$ cat src/rtl/core/dbpc_pkg.sv
// shared constants, types and helpers for the debounced button press classifier
// no dependencies; used by dbpc_core and debounced_button_press_classifier_top
package dbpc_pkg;

    localparam int COUNT_BITS = 16;
    localparam int CFG_BITS   = 16;
    localparam int CMP_BITS   = (COUNT_BITS > CFG_BITS) ? COUNT_BITS : CFG_BITS;
    localparam int ADDR_BITS  = 2;
    localparam int TDATA_BITS = 8;

    localparam logic [ADDR_BITS-1:0] REG_DEBOUNCE   = ADDR_BITS'(0);
    localparam logic [ADDR_BITS-1:0] REG_LONG_PRESS = ADDR_BITS'(1);

    localparam logic [CFG_BITS-1:0] DEBOUNCE_RESET   = CFG_BITS'(50);
    localparam logic [CFG_BITS-1:0] LONG_PRESS_RESET = CFG_BITS'(1000);

    typedef logic [COUNT_BITS-1:0] count_t;
    typedef logic [CFG_BITS-1:0]   cfg_word_t;

    typedef struct packed {
        logic long_press;
        logic short_press;
        logic pressed;
    } result_t;

    // counter increment that sticks at full scale
    function automatic count_t sat_inc(input count_t v);
        count_t r;
        if (v == '1) begin
            r = v;
        end else begin
            r = v + count_t'(1);
        end
        return r;
    endfunction

endpackage

$ cat src/rtl/core/dbpc_core.sv
// debounce and press classification state, one sample per step
// depends on dbpc_pkg
module dbpc_core (
    input  logic                aclk,
    input  logic                aresetn,
    input  logic                step,
    input  logic                sample,
    input  dbpc_pkg::cfg_word_t debounce_ticks,
    input  dbpc_pkg::cfg_word_t long_press_ticks,
    output dbpc_pkg::result_t   result
);

    logic               prev_reg,   prev_next;
    dbpc_pkg::count_t   stable_reg, stable_next;
    logic               level_reg,  level_next;
    dbpc_pkg::count_t   hold_reg,   hold_next;
    logic               rep_reg,    rep_next;
    logic               ever_reg,   ever_next;

    logic adopt;
    logic new_press;
    logic rep_tmp;
    logic hold_below;

    always_comb begin
        stable_next = (sample != prev_reg) ? '0 : dbpc_pkg::sat_inc(stable_reg);
        prev_next   = sample;
        adopt       = (dbpc_pkg::CMP_BITS'(stable_next) > dbpc_pkg::CMP_BITS'(debounce_ticks))
                      && (sample != level_reg);
        new_press   = adopt && sample;
        level_next  = adopt ? sample : level_reg;
        hold_next   = new_press ? '0 : dbpc_pkg::sat_inc(hold_reg);
        rep_tmp     = new_press ? 1'b0 : rep_reg;
        ever_next   = ever_reg | new_press;
        hold_below  = dbpc_pkg::CMP_BITS'(hold_next) < dbpc_pkg::CMP_BITS'(long_press_ticks);

        result.pressed     = level_next;
        result.short_press = !level_next && !rep_tmp && ever_next && hold_below;
        result.long_press  = level_next && !rep_tmp && !hold_below;
        rep_next           = rep_tmp | result.short_press | result.long_press;
    end

    always_ff @(posedge aclk) begin
        if (!aresetn) begin
            prev_reg   <= 1'b0;
            stable_reg <= '0;
            level_reg  <= 1'b0;
            hold_reg   <= '0;
            rep_reg    <= 1'b0;
            ever_reg   <= 1'b0;
        end else if (step) begin
            prev_reg   <= prev_next;
            stable_reg <= stable_next;
            level_reg  <= level_next;
            hold_reg   <= hold_next;
            rep_reg    <= rep_next;
            ever_reg   <= ever_next;
        end
    end

endmodule

$ cat src/rtl/core/debounced_button_press_classifier_top.sv
// top level: stream handshake, configuration registers and result register
// depends on dbpc_pkg and dbpc_core
//
// usage: one s_ transaction per tick of the sampled button pin; s_tdata[0]
// carries the raw level, 0 meaning pressed. every input transaction gives
// exactly one m_ transaction: m_tdata[0] debounced pressed state,
// m_tdata[1] one-tick short press pulse, m_tdata[2] one-tick long press pulse.
// a sample is caught in an input register, then classified combinationally
// into the result register once that register is free; m_tdata shows the
// result register.
// one transaction per cycle is sustained while m_tready stays high; the
// classifier state update is combinational compares and counter increments.
// when the receiver stalls, the result register holds and the input register
// keeps accepting until both are full, then s_tready drops.
// reset (aresetn low, synchronous) empties both registers, clears the state
// and loads debounce_ticks = 50, long_press_ticks = 1000.
// cfg_we writes cfg_wdata to register cfg_addr (0 debounce, 1 long press);
// other indexes are ignored; write only while the block is idle.
module debounced_button_press_classifier_top (
    input  logic                            aclk,
    input  logic                            aresetn,
    input  logic                            s_tvalid,
    output logic                            s_tready,
    input  logic [dbpc_pkg::TDATA_BITS-1:0] s_tdata,   // [0] button_level
    output logic                            m_tvalid,
    input  logic                            m_tready,
    output logic [dbpc_pkg::TDATA_BITS-1:0] m_tdata,   // [0] pressed [1] short_press [2] long_press
    input  logic                            cfg_we,
    input  logic [dbpc_pkg::ADDR_BITS-1:0]  cfg_addr,
    input  logic [dbpc_pkg::CFG_BITS-1:0]   cfg_wdata
);

    dbpc_pkg::cfg_word_t debounce_reg;
    dbpc_pkg::cfg_word_t long_press_reg;

    logic              in_valid_reg;
    logic              in_level_reg;
    logic              out_valid_reg;
    dbpc_pkg::result_t out_reg;
    dbpc_pkg::result_t result;
    logic              out_free;
    logic              advance;

    assign out_free = !out_valid_reg || m_tready;
    assign advance  = in_valid_reg && out_free;
    assign s_tready = !in_valid_reg || out_free;

    always_ff @(posedge aclk) begin
        if (!aresetn) begin
            debounce_reg   <= dbpc_pkg::DEBOUNCE_RESET;
            long_press_reg <= dbpc_pkg::LONG_PRESS_RESET;
        end else if (cfg_we) begin
            case (cfg_addr)
                dbpc_pkg::REG_DEBOUNCE: begin
                    debounce_reg <= cfg_wdata;
                end
                dbpc_pkg::REG_LONG_PRESS: begin
                    long_press_reg <= cfg_wdata;
                end
                default: begin
                end
            endcase
        end
    end

    dbpc_core u_core (
        .aclk             (aclk),
        .aresetn          (aresetn),
        .step             (advance),
        .sample           (!in_level_reg),
        .debounce_ticks   (debounce_reg),
        .long_press_ticks (long_press_reg),
        .result           (result)
    );

    always_ff @(posedge aclk) begin
        if (!aresetn) begin
            in_valid_reg  <= 1'b0;
            out_valid_reg <= 1'b0;
        end else begin
            if (s_tvalid && s_tready) begin
                in_valid_reg <= 1'b1;
            end else if (advance) begin
                in_valid_reg <= 1'b0;
            end
            if (advance) begin
                out_valid_reg <= 1'b1;
            end else if (m_tready) begin
                out_valid_reg <= 1'b0;
            end
        end
    end

    always_ff @(posedge aclk) begin
        if (s_tvalid && s_tready) begin
            in_level_reg <= s_tdata[0];
        end
        if (advance) begin
            out_reg <= result;
        end
    end

    assign m_tvalid = out_valid_reg;
    assign m_tdata  = {{(dbpc_pkg::TDATA_BITS - 3){1'b0}},
                       out_reg.long_press, out_reg.short_press, out_reg.pressed};

    // a press is reported as short or long, never both at once
    assert property (@(posedge aclk) disable iff (!aresetn)
        out_valid_reg |-> !(out_reg.short_press && out_reg.long_press))
        else $error("short and long press pulses together");

    // short press only after release, long press only while held
    assert property (@(posedge aclk) disable iff (!aresetn)
        out_valid_reg && out_reg.short_press |-> !out_reg.pressed)
        else $error("short press pulse while pressed");

    assert property (@(posedge aclk) disable iff (!aresetn)
        out_valid_reg && out_reg.long_press |-> out_reg.pressed)
        else $error("long press pulse while released");

    // a stalled result must not be overwritten by the core
    assert property (@(posedge aclk) disable iff (!aresetn)
        out_valid_reg && !m_tready |=> out_valid_reg && $stable(out_reg))
        else $error("pending result lost");

endmodule
$ cat config.mk
export PLATFORM = sky130hd
export DESIGN_NAME = debounced_button_press_classifier_top
export DESIGN_NICKNAME = d
export VERILOG_FILES = /design/src/rtl/core/dbpc_pkg.sv /design/src/rtl/core/dbpc_core.sv /design/src/rtl/core/debounced_button_press_classifier_top.sv
export SDC_FILE = /design/constraint.sdc
export NUM_CORES = 1
export LEC_CHECK = 0
export BUFFER_PORTS_ARGS = -buffer_cell sky130_fd_sc_hd__buf_4
export CORE_MARGIN = 2
export CORE_UTILIZATION = 60
export DETAILED_ROUTE_END_ITERATION = 10
export HOLD_SLACK_MARGIN = 0.1
export PLACE_DENSITY = 0.8
export SLEW_MARGIN = 10
export SYNTH_ARGS = -nofsm -noshare
export SYNTH_HDL_FRONTEND = slang
export SYNTH_HIERARCHICAL = 1
export SYNTH_SLANG_ARGS = --single-unit
$ cat constraint.sdc
create_clock -name aclk -period 5.8 [get_ports aclk]
set_input_delay 0.29 -clock aclk [delete_from_list [all_inputs] [get_ports aclk]]
set_output_delay 0.29 -clock aclk [all_outputs]
set_load 0.02 [all_outputs]
**Word-level counts from Yosys, hierarchy flattened**

Cells that the tools add are included.
Widths: inputs -> output; s select.

- $add $sub $neg: 2
- $lt $le $gt $ge: 2
- Equality and inequality tests: 5
- Mux-type cells: 10
- Bitwise logic cells: 3
- Reductions and logical operators: 22

Operators by type and width:

| cell | count |
|---|---|
| $mux 16 | 4 |
| $add 16x1->16 const B | 2 |
| $eq 16x16->1 const B | 2 |
| $gt 16x16->1 | 1 |
| $lt 16x16->1 | 1 |
| $logic_and 1x1->1 | 9 |
| $logic_not 1->1 | 6 |
| $mux 1 | 6 |
| $reduce_and 2->1 | 2 |
| $reduce_bool 2->1 | 2 |
| $or 1x1->1 | 3 |
| $eq 2x1->1 const B | 1 |
| $logic_not 2->1 | 1 |
| $logic_or 1x1->1 | 2 |
| $ne 1x1->1 | 2 |

- Register bits after elaboration: 74
- Input port bits: 31
- Output and inout bits: 10

**Logic depth before layout (Yosys ltp)**

Gate-level depths: netlist (run 1).

- Depth after elaboration: 13
- Depth in mapped cells: 26

**Hierarchy**

Netlist (run 1), hierarchy kept.

Modules (own cells, without submodules):

| module | times used | cells an instance | area each (µm²) |
|---|---|---|---|
| dbpc_core | 1 | 415 | 3,171.8 |
| debounced_button_press_classifier_top | 1 | 154 | 1,552.7 |

**Worst setup path before layout (run 1)**

No wires, ideal clock.

- Kind: flip-flop to flip-flop
- Start point: register u_core.stable_reg[0]
- End point: register u_core.rep_reg
- Library setup time: 0.095 ns
- Arrival time: 4.846 ns
- Data required time: 5.705 ns
- Path slack: 0.859 ns
- Cell stages (with the launch flop): 25
- Buffers on the path: 3
- Period minus slack after synthesis: 4.941 ns
- Path through: dfxtp_1 > ha_1 > nand3_1 > nor4_1 > buf_2 > a211oi_1 > nand3_1 > xor2_1 > nor2_1 > ha_1 > nand4_1 > nor4_2 > nor3b_1 > and2_4 > buf_6 > clkbuf_1 > nor2_1 > ha_1 > nor2b_1 > o21a_1 > o21a_1 > o21ai_0 > o211ai_1 > or4_1 > o311ai_1

RTL lines:

| what | line | RTL |
|---|---|---|
| from (decl) | dbpc_core.sv:14 | `dbpc_pkg::count_t stable_reg, stable_next;` |
| from (signal assigned) | dbpc_core.sv:53 | `stable_reg <= stable_next;` |
| $add 16x1->16 / $eq 16x16->1 (equally long branches) | dbpc_pkg.sv:32, dbpc_pkg.sv:29 |  |
| $mux 16 (*) | dbpc_pkg.sv:29 | `if (v == '1) begin` |
| $mux 16 (*) | dbpc_core.sv:26 | `stable_next = (sample != prev_reg) ? '0 : dbpc_pkg::sat_inc(stable_reg);` |
| named net u_core.stable_next[8] | dbpc_core.sv:14 |  |
| $gt 16x16->1 (*) | dbpc_core.sv:28 | `adopt = (dbpc_pkg::CMP_BITS'(stable_next) > dbpc_pkg::CMP_BITS'(debounce_ticks))` |
| $logic_and 1x1->1 (*) | dbpc_core.sv:29 | `&& (sample != level_reg);` |
| $logic_and 1x1->1 (*) | dbpc_core.sv:30 | `new_press = adopt && sample;` |
| $mux 16 (*) | dbpc_core.sv:32 | `hold_next = new_press ? '0 : dbpc_pkg::sat_inc(hold_reg);` |
| named net u_core.hold_next[1] | dbpc_core.sv:16 | `dbpc_pkg::count_t hold_reg, hold_next;` |
| $lt 16x16->1 (*) | dbpc_core.sv:35 | `hold_below = dbpc_pkg::CMP_BITS'(hold_next) < dbpc_pkg::CMP_BITS'(long_press_ticks);` |
| $logic_and 1x1->1 / $logic_not 1->1 (equally long branches) | dbpc_core.sv:38, dbpc_core.sv:39 |  |
| $or 1x1->1 / $logic_and 1x1->1 (equally long branches) | dbpc_core.sv:40, dbpc_core.sv:39 |  |
| $or 1x1->1 (*) | dbpc_core.sv:40 | `rep_next = rep_tmp \| result.short_press \| result.long_press;` |
| to (signal assigned) | dbpc_core.sv:56 | `rep_reg <= rep_next;` |
| to (decl) | dbpc_core.sv:17 | `logic rep_reg, rep_next;` |

Mark *: on every way through the listed nets, which the timed path passes. The rest lies on a longest branch.
A chain may end at the register's enable or synchronous reset.

==> parameters.txt, run 1 <==
Parameter                              Value

Synth
  Flip-flop and latch count after synthesis ... between 70 and 80
  Number of unique standard cell types used by synthesis ... 59
  Average size of a mapped cell ... 8.30 µm²
  Portion of the post-synthesis area used by sequential elements ... 32.2%
  Most common cell in the synthesized netlist ... sky130_fd_sc_hd__dfxtp_1
  Most frequent cells after synthesis ... sky130_fd_sc_hd__dfxtp_1 (70), sky130_fd_sc_hd__nand2_1 (68), sky130_fd_sc_hd__inv_1 (42)
  Yosys warning total ... 6
  Number of synthesized flops with an enable pin ... 4
  Post-synthesis cell area ... 4720 µm²
  Top area cells in the synthesized netlist ... sky130_fd_sc_hd__dfxtp_1 (30%), sky130_fd_sc_hd__ha_1 (8.7%), sky130_fd_sc_hd__mux2i_1 (7.0%)
  Cells after Synth ... between 500 and 600
  Fraction of synthesized cell area taken by the top area cell type ... 29.7%
  Synth async-reset ratio ... 0%
  Largest area contributor in the synthesized netlist ... sky130_fd_sc_hd__dfxtp_1
  Synth Flop Type ... sky130_fd_sc_hd__dfxtp_1

STA
  Actual slew at the worst max-slew pin ... 991 ps
  Final worst-path cycle share ... 92.8%
  Period minus WS final ... 5380 ps
  Setup slack of the critical path after layout ... ~420 ps
  Hold Worst Slack ... 200 ps
  Final hold vios ... 0
  Final-report max-slew violation count ... 0
  Worst-case clock skew ... ~14 ps
  Setup total negative slack ... 0 ps
  Total of endpoints with negative setup slack in the final report ... 0
  Relative slew margins ... 33.5%
  Max frequency ... 0.186 GHz

Power and ir drop
  Clock Power Share ... 38.5%
  PwrDens ... 205 nW/µm²
  Sw frac ... around a quarter
  Share of total power in sequential cells ... between 50% and 60%
  Static Leakage ... 2.11 nW
  Proportion of power drawn by combinational gates ... between 10% and 20%
  Net switching power ... 280 µW
  Internal ... slightly below 800 µW
  Highest ir drop seen on vdd ... 0.130 mV

CTS
  Number of buffers created by CTS ... 9
  Total clock sinks ... 74
  Bufs on Longest Clock Path ... 2
  Root buf cell ... sky130_fd_sc_hd__clkbuf_8
  H-Tree Depth ... 3
  CTS clk-pin slew, worst paths ... 90 ps
  TritonCTS clock tree ... done
  Clock latency reported for the late side of the worst-skew pair ... 350 ps
  Post-CTS setup repair buffer count ... 0

Floorplan
  Die area ... ~8600 µm²
  Height of the die ... 92.7 µm
  Core box area ... 7690 µm²
  Floorplan row count ... 32
  Die extent in x ... 92.7 µm
  Initial Utilization ... 61.5%
  Top-level port count ... 41

Routing
  Final ANT Viol Nets ... 0
  Detailed-route wire length ... 10400 µm
  Number of vias per cell after detailed routing ... 5.89
  Number of design rule violations left after detail routing ... 0
  First-pass DRT Iterations ... 5
  Drt wl/cell ... 15.2 µm
  Iter 0 DRT Violations ... 267
  Vias post-DR ... a little over 4000

Placed design
  HPWL reported at the end of detailed placement ... 7550 µm
  Cell area after placement ... 4910 µm²
  Setup Slack @ Placement ... 248 ps
  I/O Buffers ... 28
  GP Congestion ... 0.863

Setup path
  Kind of cell adding the most delay to the critical path ... simple AND/OR/NAND/NOR gates
  WP data required ... 5900 ps
  Arrival time reported for the critical path endpoint ... ~5500 ps
  Largest stage delay, worst path ... 490 ps
  Sort of element at the start of the critical path ... flop
  Cell chain of the critical path ... ha_1, nand3_1, nor4_2, a21oi_1, nand4_1, xor2_1, nor2_1, ha_1, nand4_1, a2111oi_1, or3_4, and2_4, nor2_1, ha_1, nand4_1, nor4_1, o21ai_0, o211ai_1, nor2_1, and4_1
  Critical Path Slowest Stage Cell ... sky130_fd_sc_hd__a2111oi_1
  Count of buffer and inverter cells on the critical path ... 0
  Critical setup path kind ... reg -> reg
  Critical path endpoint category ... flop
  Crit path max fanout ... 19

Layout
  Share of final-layout standard cells stronger than drive strength 1 ... 10.9%
  Cell area after layout ... 5120 µm²
  Final core area utilization ... roughly 67%
  Area added between synthesis and finish ... 8.47%
  Layout fillers ... 627
  Ant. Diodes ... 0
  Final net count ... 645

Global routing
  Tot GR Track Use ... 25.3%
  Antenna violations before repair ... 0
  Global-route wire length before repair ... roughly 17000 µm
  Remaining global-route overflow ... 0
  Number of global-route vias before repair ... approximately 3700
  Pin count of the biggest net entering global routing ... 90

Status
  Result of the run ... completed

Run
  Maxcap violations ... 0

Worst hold path
  Path category of the worst min-delay check ... in -> reg
[kinds of logic after synthesis]
kind of cell    synth area share [%]
buf+inv                         8.08
xor+xnor                        4.08
compound gates                  15.2
simple gates                    24.4
other cells                   0.0794
flops                           32.2
mux                             7.23
fa+ha+maj                       8.74
[worst paths after layout]
kind,end,slack (ps),start,cells past startpoint
worst max register to register,m_tdata[1],420,u_core/stable_reg[0],20
worst min register to register,long_press_reg[11],460,long_press_reg[11],2
worst min-delay path,long_press_reg[4],200,cfg_wdata[4],3
worst max-delay path,m_tdata[1],420,u_core/stable_reg[0],20
[metrics by stage]
| stage | cells | power (mW) |
|---|---|---|
| 5_1_grt | 688 | 1.09 |
| 2_1_floorplan | 573 | 0.624 |
| 3_3_place_gp | 671 | 0.651 |
| 3_5_place_dp | 671 | 0.655 |
| 6_report | 688 | 1.05 |
| 4_1_cts | 687 | 1.05 |
[power groups by stage]
stage	clock network, mW	registers, mW	logic, mW
5_1_grt	0.430	0.535	0.124
3_3_place_gp	0	0.544	0.107
2_1_floorplan	0	0.544	0.0798
3_5_place_dp	0	0.545	0.110
6_report	0.405	0.533	0.113
4_1_cts	0.409	0.533	0.111
[placed cells by master, fill, tap and decap left out, types with 13 or more instances in the layout]
cell type                  Yosys  final
sky130_fd_sc_hd__buf_4         7     34
sky130_fd_sc_hd__dfxtp_1      70     70
sky130_fd_sc_hd__nor2b_1      22     21
sky130_fd_sc_hd__a21oi_1      33     33
sky130_fd_sc_hd__mux2i_1      33     33
sky130_fd_sc_hd__nand3_1      22     22
sky130_fd_sc_hd__nor3_1       14     14
sky130_fd_sc_hd__nor2_1       25     25
sky130_fd_sc_hd__nand2_1      68     68
sky130_fd_sc_hd__inv_1        42     42
sky130_fd_sc_hd__a21boi_0     13     13
sky130_fd_sc_hd__ha_1         33     33
[metal layers]
metal  vias up  track usage, %  part of all wire, %  wire [µm]
met3        16            4.80                  4.6        479
met5         -               0                    0          0
met2       101            40.7                   45       4650
met4         0            8.46                  2.1        218
li1       2014               -                    -          -
met1      1921            34.2                   49       5090
[final cells by class]
cell class	instances	area [µm²]	area share (%)
clock buffers	10	128	2.49
clock inverters	6	67.6	1.32
inverters	44	165	3.22
multi-input cells	417	2850	55.6
flip-flops and latches	74	1520	29.7
well taps	102	128	2.49
repair buffers	35	265	5.18
[timing repair]
action / CTS / global route
hold buffers: 0 / 1
endpoints found under the setup margin: 0 / 3
resized for setup: 0 / 2
hold endpoints to repair: 0 / 1
[worst register-to-register path, stage by stage (launching register included)]
cell and delay, ps:
sky130_fd_sc_hd__dfxtp_1 420, sky130_fd_sc_hd__ha_1 200, sky130_fd_sc_hd__nand3_1 190, sky130_fd_sc_hd__nor4_2 430, sky130_fd_sc_hd__a21oi_1 200, sky130_fd_sc_hd__nand4_1 200, sky130_fd_sc_hd__xor2_1 180, sky130_fd_sc_hd__nor2_1 60
sky130_fd_sc_hd__ha_1 300, sky130_fd_sc_hd__nand4_1 180, sky130_fd_sc_hd__a2111oi_1 490, sky130_fd_sc_hd__or3_4 290, sky130_fd_sc_hd__and2_4 280, sky130_fd_sc_hd__nor2_1 90, sky130_fd_sc_hd__ha_1 310, sky130_fd_sc_hd__nand4_1 140
sky130_fd_sc_hd__nor4_1 440, sky130_fd_sc_hd__o21ai_0 190, sky130_fd_sc_hd__o211ai_1 190, sky130_fd_sc_hd__nor2_1 130, sky130_fd_sc_hd__and4_1 210
No activity file was read; power rests on OpenSTA's default activity.
==> run 2, diff against run 1 <==
--- a/config.mk
+++ b/config.mk
@@ -9,6 +9,7 @@
 export CORE_MARGIN = 2
 export CORE_UTILIZATION = 60
 export DETAILED_ROUTE_END_ITERATION = 10
+export GPL_TIMING_DRIVEN = 0
 export HOLD_SLACK_MARGIN = 0.1
 export PLACE_DENSITY = 0.8
 export SLEW_MARGIN = 10
==> run 2 against run 1 <==
  * Die area stayed put
  * Routed wire length rose by 12%
  * Sequential power about the same
  * Core utilization up 3.0 points
  * Highest routed layer unchanged
  * Design area grew 4.6%
  * First-iteration DRC count rose by 17%
  * Final cell count up 4.4%
  * Sequential share of layout area shrank 1.3 points
  * Via count increased by 4.2%
==> parameters.txt, run 2 (synthesis results as in run 1) <==
Parameter                              Value

Layout
  Cell area after layout ... around 5400 µm²
  Ant. Diodes ... 0
  Most common cell after layout, fill and taps aside ... sky130_fd_sc_hd__dfxtp_1
  Area added between synthesis and finish ... 13.4%
  Final net count ... 675
  Most used cells in the layout excluding fill and tap cells ... sky130_fd_sc_hd__dfxtp_1 (70), sky130_fd_sc_hd__nand2_1 (68), sky130_fd_sc_hd__inv_1 (42)
  Share of final-layout standard cells stronger than drive strength 1 ... 12.5%
  Final core area utilization ... 69.7%

CTS
  H-Tree Depth ... 3
  CTS clk-pin slew, worst paths ... 80 ps
  Clock latency reported for the late side of the worst-skew pair ... 360 ps
  TritonCTS clock tree ... done
  Root buf cell ... sky130_fd_sc_hd__clkbuf_8
  Bufs on Longest Clock Path ... 2
  Total clock sinks ... 74
  Number of buffers created by CTS ... 9

Setup path
  Largest stage delay, worst path ... around 550 ps
  Crit path max fanout ... 10
  Kind of cell adding the most delay to the critical path ... simple AND/OR/NAND/NOR gates
  Arrival time reported for the critical path endpoint ... between 5000 and 6000 ps
  Cell chain of the critical path ... nand4_1, nor4_2, buf_4, a211oi_1, nand3_1, xor2_1, nor2_1, ha_1, nand4_1, a2111oi_4, or3_1, buf_6, and2_4, buf_6, clkbuf_2, nor2_1, ha_1, a21oi_1, o21ai_0, a221oi_1, o211ai_1, or4_1, o311ai_1
  Count of buffer and inverter cells on the critical path ... 4
  Sort of element at the start of the critical path ... flop
  WP data required ... just over 6000 ps
  Critical Path Slowest Stage Cell ... sky130_fd_sc_hd__or4_1
  Critical setup path kind ... reg -> reg
  Critical path endpoint category ... flop

Routing
  Number of design rule violations left after detail routing ... 0
  Iter 0 DRT Violations ... 312
  Detailed-route wire length ... 11700 µm
  Final ANT Viol Nets ... 0
  Vias post-DR ... 4222
  Number of vias per cell after detailed routing ... 5.88
  First-pass DRT Iterations ... 4
  Drt wl/cell ... 16.3 µm

Floorplan
  Die area ... 8600 µm²
  Top-level port count ... 41
  Floorplan row count ... 32
  Height of the die ... 92.7 µm
  Initial Utilization ... around 60%
  Core box area ... slightly below 8000 µm²
  Die extent in x ... 92.7 µm

Global routing
  Antenna violations before repair ... 0
  Remaining global-route overflow ... 0
  Pin count of the biggest net entering global routing ... 14
  Global-route wire length before repair ... around 19000 µm
  Number of global-route vias before repair ... 4029
  Tot GR Track Use ... 28.1%

STA
  Actual slew at the worst max-slew pin ... 676 ps
  Hold Worst Slack ... a little under 200 ps
  Setup slack of the critical path after layout ... 311 ps
  Relative slew margins ... 54.9%
  Final-report max-slew violation count ... 0
  Period minus WS final ... between 5000 and 6000 ps
  Final worst-path cycle share ... 94.6%
  Final hold vios ... 0
  Max frequency ... approximately 0.18 GHz
  Worst-case clock skew ... 12.4 ps
  Total of endpoints with negative setup slack in the final report ... 0
  Setup total negative slack ... 0 ps

Power and ir drop
  PwrDens ... 206 nW/µm²
  Static Leakage ... 2.22 nW
  Highest ir drop seen on vdd ... 0.174 mV

Placed design
  Cell area after placement ... 5060 µm²
  GP Congestion ... 0.892
  HPWL reported at the end of detailed placement ... 8680 µm
  I/O Buffers ... 26
  Setup Slack @ Placement ... -222 ps

Run
  Maxcap violations ... 0

Worst hold path
  Path category of the worst min-delay check ... in -> reg

Status
  Result of the run ... completed
==> run 2: worst register-to-register path, cell delays in order (launching register included) <==
cell and delay [ps]:
sky130_fd_sc_hd__dfxtp_1 460, sky130_fd_sc_hd__nand4_1 240, sky130_fd_sc_hd__nor4_2 330, sky130_fd_sc_hd__buf_4 230
sky130_fd_sc_hd__a211oi_1 110, sky130_fd_sc_hd__nand3_1 120, sky130_fd_sc_hd__xor2_1 220, sky130_fd_sc_hd__nor2_1 90
sky130_fd_sc_hd__ha_1 290, sky130_fd_sc_hd__nand4_1 190, sky130_fd_sc_hd__a2111oi_4 380, sky130_fd_sc_hd__or3_1 190
sky130_fd_sc_hd__buf_6 150, sky130_fd_sc_hd__and2_4 150, sky130_fd_sc_hd__buf_6 130, sky130_fd_sc_hd__clkbuf_2 210
sky130_fd_sc_hd__nor2_1 70, sky130_fd_sc_hd__ha_1 290, sky130_fd_sc_hd__a21oi_1 250, sky130_fd_sc_hd__o21ai_0 150
sky130_fd_sc_hd__a221oi_1 310, sky130_fd_sc_hd__o211ai_1 200, sky130_fd_sc_hd__or4_1 550, sky130_fd_sc_hd__o311ai_1 90
==> run 2: power breakdown <==
group | internal [mW] | leakage (nW) | total [mW] | switching [mW]
logic | 0.0520 | 1.51 | 0.127 | 0.0754
clock network | 0.241 | 0.105 | 0.443 | 0.202
registers | 0.525 | 0.606 | 0.533 | 0.00850
==> run 2: metal layers <==
metal  share of wire (%)  routed length, µm  vias to the layer above  track usage (%)
li1                    -                  -                     2070                -
met1                  44               5200                     1972             36.4
met2                  48               5580                      150             45.9
met3                 5.0                590                       30             5.37
met4                 3.1                363                        0             11.8
met5                   0                  0                        -                0
==> run 2: per-stage QoR <==
step	instances	power, mW
6_report	718	1.10
5_1_grt	718	1.14
4_1_cts	718	1.10
3_5_place_dp	701	0.664
3_3_place_gp	701	0.661
2_1_floorplan	573	0.624
==> run 2: worst paths after layout <==
path                        startpoint                end  slack [ps]  depth (start not counted)
setup / recovery  u_core/stable_reg[6]     u_core/rep_reg         310                         23
hold reg to reg      long_press_reg[1]  long_press_reg[1]         460                          2
hold / removal            cfg_wdata[9]    debounce_reg[9]         200                          3
setup reg to reg  u_core/stable_reg[6]     u_core/rep_reg         310                         23
==> run 2: timing repair <==
item | 4_1_cts | 5_1_grt
endpoints found under the hold margin | 1 | 0
pin swaps | 0 | 2
resized for setup | 2 | 14
hold buffers | 1 | 0
setup endpoints to repair | 3 | 3
buffers inserted | 0 | 1
==> run 2: cell type report <==
| cell class | count | area (µm²) |
|---|---|---|
| tap | 102 | 128 |
| inverter | 44 | 165 |
| multi-input combinational | 417 | 2900 |
| sequential | 74 | 1520 |
| timing repair buffer | 28 | 213 |
| clock inverter | 7 | 93.8 |
| buffer | 37 | 219 |
| fill | 635 | 2330 |
| clock buffer | 9 | 124 |
